### src/design/asa_pkg.sv
// ============================================================================
// asa_pkg
// Shared field widths, command and status codes, and the stack operation
// struct for the aligned stack allocator.
// ============================================================================
`default_nettype none

package asa_pkg;

    localparam int CMD_W     = 2;
    localparam int SIZE_W    = 16;
    localparam int ALIGN_W   = 16;
    localparam int STATUS_W  = 3;
    localparam int OUT_OFF_W = 13;
    localparam int LIVE_W    = 4;
    localparam int IN_DATA_W  = 40;
    localparam int OUT_DATA_W = 64;

    localparam logic [CMD_W-1:0] CMD_PUSH  = 2'd0;
    localparam logic [CMD_W-1:0] CMD_POP   = 2'd1;
    localparam logic [CMD_W-1:0] CMD_CLEAR = 2'd2;

    localparam logic [STATUS_W-1:0] ST_OK          = 3'd0;
    localparam logic [STATUS_W-1:0] ST_STACK_FULL  = 3'd1;
    localparam logic [STATUS_W-1:0] ST_BAD_REQUEST = 3'd2;
    localparam logic [STATUS_W-1:0] ST_ARENA_FULL  = 3'd3;
    localparam logic [STATUS_W-1:0] ST_POP_EMPTY   = 3'd4;

    typedef struct packed {
        logic push;
        logic pop;
        logic clear;
    } stack_op_t;

endpackage

`default_nettype wire

### src/design/aligned_stack_allocator_core.sv
// ============================================================================
// aligned_stack_allocator_core
// LIFO bump allocator over a fixed arena with power-of-two aligned pushes.
//
//  port group  dir  fields (lsb first)
//  s_*         in   command[1:0] object_size[17:2] alignment[33:18]
//  m_*         out  status[2:0] object_offset[15:3] top_offset[28:16]
//                   top_valid[29] previous_offset[42:30] previous_valid[43]
//                   live_count[47:44] used_bytes[60:48]
//
// One item per cycle while the output is not stalled; its result is registered and shows in the next cycle.
// Throughput is set by the single output register: s_tready is high while
// that register is empty or being taken. Reset leaves the stack empty and
// the arena unused. A stalled result holds and blocks new items.
// ============================================================================
`default_nettype none

module aligned_stack_allocator_core #(
    parameter int ARENA_BYTES = 4096,
    parameter int MAX_ALIGN   = 64,
    parameter int STACK_DEPTH = 8
) (
    input  wire logic                               aclk,
    input  wire logic                               aresetn,
    input  wire logic                               s_tvalid,
    output      logic                               s_tready,
    // command, object_size, alignment
    input  wire logic [asa_pkg::IN_DATA_W-1:0]      s_tdata,
    output      logic                               m_tvalid,
    input  wire logic                               m_tready,
    // status, object_offset, top_offset, top_valid, previous_offset,
    // previous_valid, live_count, used_bytes
    output      logic [asa_pkg::OUT_DATA_W-1:0]     m_tdata
);

    localparam int OFF_W     = $clog2(ARENA_BYTES + 1);
    localparam int CNT_W     = $clog2(STACK_DEPTH + 1);
    localparam int OUT_OFF_W = asa_pkg::OUT_OFF_W;
    localparam int LIVE_W    = asa_pkg::LIVE_W;

    logic [asa_pkg::CMD_W-1:0]    command;
    logic [asa_pkg::SIZE_W-1:0]   object_size;
    logic [asa_pkg::ALIGN_W-1:0]  alignment;
    logic                         accept;

    logic [asa_pkg::STATUS_W-1:0] status;
    asa_pkg::stack_op_t           op;
    logic [OFF_W-1:0]             push_start;
    logic [OFF_W-1:0]             push_fill;
    logic [CNT_W-1:0]             count;
    logic [OFF_W-1:0]             fill;
    logic [CNT_W-1:0]             count_next;
    logic [OFF_W-1:0]             fill_next;
    logic [OFF_W-1:0]             top_start_next;
    logic [OFF_W-1:0]             prev_start_next;

    logic                         out_valid_reg;
    logic [asa_pkg::OUT_DATA_W-1:0] out_data_reg, out_data_next;

    logic                         top_valid;
    logic                         prev_valid;
    logic [OUT_OFF_W-1:0]         object_offset;
    logic [OUT_OFF_W-1:0]         top_offset;
    logic [OUT_OFF_W-1:0]         previous_offset;

    assign command     = s_tdata[1:0];
    assign object_size = s_tdata[17:2];
    assign alignment   = s_tdata[33:18];

    assign s_tready = !out_valid_reg || m_tready;
    assign accept   = s_tvalid && s_tready;

    asa_req_decode #(
        .ARENA_BYTES (ARENA_BYTES),
        .MAX_ALIGN   (MAX_ALIGN),
        .STACK_DEPTH (STACK_DEPTH)
    ) u_decode (
        .command     (command),
        .object_size (object_size),
        .alignment   (alignment),
        .fill        (fill),
        .count       (count),
        .status      (status),
        .op          (op),
        .push_start  (push_start),
        .push_fill   (push_fill)
    );

    asa_entry_stack #(
        .ARENA_BYTES (ARENA_BYTES),
        .STACK_DEPTH (STACK_DEPTH)
    ) u_stack (
        .aclk            (aclk),
        .aresetn         (aresetn),
        .step            (accept),
        .op              (op),
        .push_start      (push_start),
        .push_fill       (push_fill),
        .count           (count),
        .fill            (fill),
        .count_next      (count_next),
        .fill_next       (fill_next),
        .top_start_next  (top_start_next),
        .prev_start_next (prev_start_next)
    );

    assign top_valid       = count_next >= CNT_W'(1);
    assign prev_valid      = count_next >= CNT_W'(2);
    assign object_offset   = op.push ? OUT_OFF_W'(push_start) : '0;
    assign top_offset      = top_valid ? OUT_OFF_W'(top_start_next) : '0;
    assign previous_offset = prev_valid ? OUT_OFF_W'(prev_start_next) : '0;

    always_comb begin
        out_data_next        = '0;
        out_data_next[2:0]   = status;
        out_data_next[15:3]  = object_offset;
        out_data_next[28:16] = top_offset;
        out_data_next[29]    = top_valid;
        out_data_next[42:30] = previous_offset;
        out_data_next[43]    = prev_valid;
        out_data_next[47:44] = LIVE_W'(count_next);
        out_data_next[60:48] = OUT_OFF_W'(fill_next);
    end

    always_ff @(posedge aclk) begin
        if (!aresetn) begin
            out_valid_reg <= 1'b0;
        end else if (s_tready) begin
            out_valid_reg <= s_tvalid;
        end
    end

    always_ff @(posedge aclk) begin
        if (accept) begin
            out_data_reg <= out_data_next;
        end
    end

    assign m_tvalid = out_valid_reg;
    assign m_tdata  = out_data_reg;

endmodule

`default_nettype wire

### src/design/asa_req_decode.sv
// ============================================================================
// asa_req_decode
// Checks one request against the stack state and computes the aligned start
// and the new fill offset of a push.
// ============================================================================
`default_nettype none

module asa_req_decode #(
    parameter int ARENA_BYTES = 4096,
    parameter int MAX_ALIGN   = 64,
    parameter int STACK_DEPTH = 8
) (
    input  wire logic [asa_pkg::CMD_W-1:0]                 command,
    input  wire logic [asa_pkg::SIZE_W-1:0]                object_size,
    input  wire logic [asa_pkg::ALIGN_W-1:0]               alignment,
    input  wire logic [$clog2(ARENA_BYTES+1)-1:0]          fill,
    input  wire logic [$clog2(STACK_DEPTH+1)-1:0]          count,
    output      logic [asa_pkg::STATUS_W-1:0]              status,
    output      asa_pkg::stack_op_t                        op,
    output      logic [$clog2(ARENA_BYTES+1)-1:0]          push_start,
    output      logic [$clog2(ARENA_BYTES+1)-1:0]          push_fill
);

    localparam int OFF_W = $clog2(ARENA_BYTES + 1);
    localparam int CNT_W = $clog2(STACK_DEPTH + 1);
    localparam int SUM_W = ((OFF_W > asa_pkg::SIZE_W) ? OFF_W : asa_pkg::SIZE_W) + 1;

    logic [asa_pkg::ALIGN_W-1:0] mask;
    logic                        align_ok;
    logic [SUM_W-1:0]            round_up;
    logic [SUM_W-1:0]            aligned;
    logic [SUM_W-1:0]            block_end;
    logic [SUM_W-1:0]            arena;

    assign mask      = alignment - asa_pkg::ALIGN_W'(1);
    assign align_ok  = (alignment != '0) && ((alignment & mask) == '0) &&
                       (alignment <= asa_pkg::ALIGN_W'(MAX_ALIGN));
    assign arena     = SUM_W'(ARENA_BYTES);
    assign round_up  = SUM_W'(fill) + SUM_W'(mask);
    assign aligned   = round_up & ~SUM_W'(mask);
    assign block_end = aligned + SUM_W'(object_size);

    assign push_start = aligned[OFF_W-1:0];
    assign push_fill  = block_end[OFF_W-1:0];

    always_comb begin
        status = asa_pkg::ST_OK;
        op     = '0;
        case (command)
            asa_pkg::CMD_PUSH: begin
                if (count >= CNT_W'(STACK_DEPTH)) begin
                    status = asa_pkg::ST_STACK_FULL;
                end else if (object_size == '0 || !align_ok) begin
                    status = asa_pkg::ST_BAD_REQUEST;
                end else if (round_up > arena || block_end > arena) begin
                    status = asa_pkg::ST_ARENA_FULL;
                end else begin
                    op.push = 1'b1;
                end
            end
            asa_pkg::CMD_POP: begin
                if (count == '0) begin
                    status = asa_pkg::ST_POP_EMPTY;
                end else begin
                    op.pop = 1'b1;
                end
            end
            asa_pkg::CMD_CLEAR: begin
                op.clear = 1'b1;
            end
            default: begin
                status = asa_pkg::ST_BAD_REQUEST;
            end
        endcase
    end

endmodule

`default_nettype wire

### src/design/asa_entry_stack.sv
// ============================================================================
// asa_entry_stack
// Block count, fill offset and the entry memory. The two newest entries sit
// in registers; the third newest is prefetched from memory every cycle.
// ============================================================================
`default_nettype none

module asa_entry_stack #(
    parameter int ARENA_BYTES = 4096,
    parameter int STACK_DEPTH = 8
) (
    input  wire logic                                 aclk,
    input  wire logic                                 aresetn,
    input  wire logic                                 step,
    input  wire asa_pkg::stack_op_t                   op,
    input  wire logic [$clog2(ARENA_BYTES+1)-1:0]     push_start,
    input  wire logic [$clog2(ARENA_BYTES+1)-1:0]     push_fill,
    output      logic [$clog2(STACK_DEPTH+1)-1:0]     count,
    output      logic [$clog2(ARENA_BYTES+1)-1:0]     fill,
    output      logic [$clog2(STACK_DEPTH+1)-1:0]     count_next,
    output      logic [$clog2(ARENA_BYTES+1)-1:0]     fill_next,
    output      logic [$clog2(ARENA_BYTES+1)-1:0]     top_start_next,
    output      logic [$clog2(ARENA_BYTES+1)-1:0]     prev_start_next
);

    localparam int OFF_W = $clog2(ARENA_BYTES + 1);
    localparam int CNT_W = $clog2(STACK_DEPTH + 1);
    localparam int IDX_W = $clog2(STACK_DEPTH);

    typedef struct packed {
        logic [OFF_W-1:0] start;
        logic [OFF_W-1:0] marker;
    } entry_t;

    logic [CNT_W-1:0] count_reg;
    logic [OFF_W-1:0] fill_reg;
    entry_t           top_reg, top_next;
    entry_t           prev_reg, prev_next;
    entry_t           third_reg;
    entry_t           mem [STACK_DEPTH];
    logic [CNT_W-1:0] rd_count;
    logic [IDX_W-1:0] rd_addr;

    always_comb begin
        count_next = count_reg;
        fill_next  = fill_reg;
        top_next   = top_reg;
        prev_next  = prev_reg;
        if (step) begin
            if (op.push) begin
                count_next      = count_reg + CNT_W'(1);
                fill_next       = push_fill;
                top_next.start  = push_start;
                top_next.marker = fill_reg;
                prev_next       = top_reg;
            end else if (op.pop) begin
                count_next = count_reg - CNT_W'(1);
                fill_next  = top_reg.marker;
                top_next   = prev_reg;
                prev_next  = third_reg;
            end else if (op.clear) begin
                count_next = '0;
                fill_next  = '0;
            end
        end
    end

    assign rd_count = (count_next >= CNT_W'(3)) ? count_next - CNT_W'(3) : '0;
    assign rd_addr  = rd_count[IDX_W-1:0];

    always_ff @(posedge aclk) begin
        if (!aresetn) begin
            count_reg <= '0;
            fill_reg  <= '0;
        end else begin
            count_reg <= count_next;
            fill_reg  <= fill_next;
        end
    end

    always_ff @(posedge aclk) begin
        top_reg  <= top_next;
        prev_reg <= prev_next;
    end

    always_ff @(posedge aclk) begin
        if (step && op.push) begin
            mem[count_reg[IDX_W-1:0]] <= {push_start, fill_reg};
        end
        third_reg <= mem[rd_addr];
    end

    assign count           = count_reg;
    assign fill            = fill_reg;
    assign top_start_next  = top_next.start;
    assign prev_start_next = prev_next.start;

endmodule

`default_nettype wire

### config.mk
export PLATFORM = sky130hd
export DESIGN_NAME = aligned_stack_allocator_core
export DESIGN_NICKNAME = d
export VERILOG_FILES = /design/src/design/asa_pkg.sv /design/src/design/aligned_stack_allocator_core.sv /design/src/design/asa_req_decode.sv /design/src/design/asa_entry_stack.sv
export SDC_FILE = /design/constraint.sdc
export NUM_CORES = 1
export LEC_CHECK = 0
export BUFFER_PORTS_ARGS = -buffer_cell sky130_fd_sc_hd__clkbuf_2
export CORE_ASPECT_RATIO = 0.9
export CORE_MARGIN = 1.5
export CORE_UTILIZATION = 60
export CTS_CLUSTER_SIZE = 14
export DETAILED_ROUTE_END_ITERATION = 12
export PLACE_DENSITY = 0.88
export SYNTH_ARGS = -nofsm -noshare
export SYNTH_HDL_FRONTEND = slang
export SYNTH_HIERARCHICAL = 1
export SYNTH_SLANG_ARGS = --single-unit
### constraint.sdc
create_clock -name aclk -period 10 [get_ports aclk]
set_input_delay 0.5 -clock aclk [delete_from_list [all_inputs] [get_ports aclk]]
set_output_delay 0.5 -clock aclk [all_outputs]
set_load 0.02 [all_outputs]
==> summary.md <==
| Metric | Value |
|---|---|
| Seq/Total Area, Yosys | 0.5576 |
| Reg2reg path depth | 28 |
| Reg2Reg Setup Slack | 1.63 ns |
| Drt first pass iters | 6 |
| Period utilisation layout | 0.9156 |
| Final Hold Viols | 0 |
| Placed cells | 2032 |
| Die H | 169.1 µm |
| Die X | 187.6 µm |
| First-pass GRT wire length | 80520 µm |
| CTS resizes | 0 |
| Gr ovfl total | 0 |
| Initial core utilization | 0.6127 |
| Largest net degree at the start of global routing | 79 |
| Reg-to-reg startpoint | u_stack/fill[1] |
| Setup TNS | 0 ns |
| Drt total wl | 52550 µm |
| Clk pin slew, worst setup/hold paths | 0.07 ns |
| Initial antenna violation count | 2 |
| Rows | 60 |
| FMAX | 109.2 MHz |
| Max Cap Viol | 0 |
| Synth-to-Final Area Change | 12.41% |
| Overall power | 3.293 mW |
| Leakage Power | 7.532 nW |
| Design Area, Final | 20680 µm² |
| Critical path's slowest cell | nor2_1 |
| Io pins | 110 |
| DPL Wire Length | 32250 µm |
| Post-DRT Antenna Nets | 0 |
| DR WL/cell | 25.01 µm |
| Starting DRT DRC Count | 2171 |
| Distinct cells, synth | 87 |
| Worst slew margin | 0.3970 |
| Setup Skew | 0.04849 ns |
| DIE AREA | 31730 µm² |
| Top area cells in the synthesized netlist | edfxtp_1, dfxtp_1, mux2i_1, ha_1, a21oi_1 |
| Gpl congestion | 0.9223 |
| Tmin final | 9.156 ns |
| Max stage delay on crit path | 0.71 ns |
| Max reg flops | 208 |
| Final Setup Violations | 0 |
| Maximum buffer depth of the clock tree | 3 |
| Core area | 30030 µm² |
| Predominant post-synthesis flop cell | edfxtp_1 |
| Arr. time, crit path | 9.61 ns |
| Post-Synthesis Cells | 1589 |
| Post-synth ARST share | 0 |
| Worst vdd ir | 109.4 µV |
| Yosys warns | 6 |
| Cts-stage hold buffer count | 0 |
| RSZ-0062 raised after global routing | false |
| Layout cells sized above 1 | 0.1573 |
| Min-delay worst type | primary input to register |
| Crit start category | primary input |
| Port Buffers | 100 |
| CP Launch Point | s_tdata[18] |
| Root Buffer | clkbuf_16 |
| Vias/cell | 7.073 |
| Req. time, crit path | 10.45 ns |
| Tot GR Track Use | 0.3272 |
| # clock sinks | 365 |
| Vias | 14860 |
| Post-synth top area cell | edfxtp_1 |
| CP endpoint kind | register |
| Mean Syn Cell Area | 11.58 µm² |
| Vias in the first global route | 14530 |
| Status | finished clean |
| Cell with the most instances after synthesis | edfxtp_1 |
| P per Cell Area | 159.2 nW/µm² |
| H-tree depth | 2 |
| WS Path Type | primary input to register |
| Reg2reg end | u_stack/third_reg[19] |
| TritonCTS Buffers | 37 |
| Pins over their slew limit | 0 |
| Synth top area share | 0.4815 |
| End of the critical path | u_stack/third_reg[19] |
| CTS tree | built |
| Latest clock arrival within the worst-skew pair | 0.56 ns |
| Post-synth EDFFs | 295 |
| Yosys reg bits | 365 |
| Drt drc | 0 |
| Post-CTS Setup Inserts | 0 |
| Worst Tran Pin Value | 0.9011 ns |
| Crit-path max FO | 30 |
| Syn Std Cell Area | 18400 µm² |
| Fin nets | 1770 |
| Post-synth top cells | edfxtp_1, a21oi_1, o21ai_0, mux2i_1, nor2_1 |
| Finished Layout Cells | 2101 |
| Area post-placement | 19380 µm² |
[logic make-up after synthesis]
group	synth area share
compound gates	0.1927
simple gates	0.1147
mux	0.04502
xor+xnor	0.004284
other cells	0.0002038
flops	0.5576
fa+ha+maj	0.04026
buf+inv	0.04529
[cell type report]
class,count,area [µm²]
Antenna cell,1,2.502
Clock buffer,47,1013
Clock inverter,21,287.8
Fill cell,1986,9346
Inverter,71,271.5
Multi-Input combinational cell,1034,7362
Sequential cell,365,10260
Tap cell,403,504.2
Timing Repair Buffer,159,980.9
[metrics by stage]
step | util | worst slack, ns | hold WS (ns)
6_report | 0.6888 | 0.8437 | 0.2685
5_1_grt | 0.6887 | 0.1712 | 0.2671
4_1_cts | 0.6887 | 0.9236 | 0.2666
3_5_place_dp | 0.6453 | 0.4830 | 0.4904
3_3_place_gp | 0.6453 | 0.6755 | 0.4837
2_1_floorplan | - | 1.318 | 0.4747
[power breakdown]
part / switching, mW / internal, mW
registers: 0.00395 / 1.64
clock network: 0.597 / 0.860
logic: 0.129 / 0.0598
total: 0.730 / 2.56
[how the worst min path moves through the flow]
stage | cells after the start | startpoint | end
finish | 3 | s_tvalid | m_tvalid
floorplan | 2 | u_stack/top_reg[15] | u_stack/top_reg[15]
CTS | 3 | s_tvalid | m_tvalid
detailed placement | 2 | u_stack/top_reg[17] | u_stack/top_reg[17]
global placement | 2 | u_stack/prev_reg[14] | u_stack/prev_reg[14]
global route | 3 | s_tvalid | m_tvalid
[critical path: cells and delay by family]
family / cells / cell delay (ns)
simple gates: 10 / 2.98
buf+inv: 9 / 2.05
compound gates: 10 / 1.77
fa+ha+maj: 4 / 1.27
mux: 3 / 0.76
xor+xnor: 1 / 0.22
[routing by layer]
| layer | GRT usage | share of wire | routed length, µm | up-vias |
|---|---|---|---|---|
| met3 | 0.06428 | 0.12 | 6074 | 245 |
| met2 | 0.5330 | 0.46 | 24360 | 1192 |
| met4 | 0.1743 | 0.054 | 2856 | 0 |
| met5 | 0 | 0 | 0 | - |
| li1 | - | - | - | 6353 |
| met1 | 0.4168 | 0.37 | 19260 | 7070 |
[cells in the final DEF (no fill, tap or decap), types with 27 or more instances in the layout]
master and instances:
edfxtp_1 295, a21oi_1 104, clkbuf_2 100, o21ai_0 86, mux2i_1 79, dfxtp_1 70
inv_1 67, nor2_1 65, nand3_1 58, buf_4 56, ha_1 56, and2_1 43
nor3_1 39, nor4_1 38, clkbuf_16 37, nand2_1 36, a211oi_1 34, a31oi_1 31
o22ai_1 29, a211o_1 28, nor2b_1 27, a311oi_1 27, a22o_1 27
Note: power is estimated with default switching activity, not from simulation.
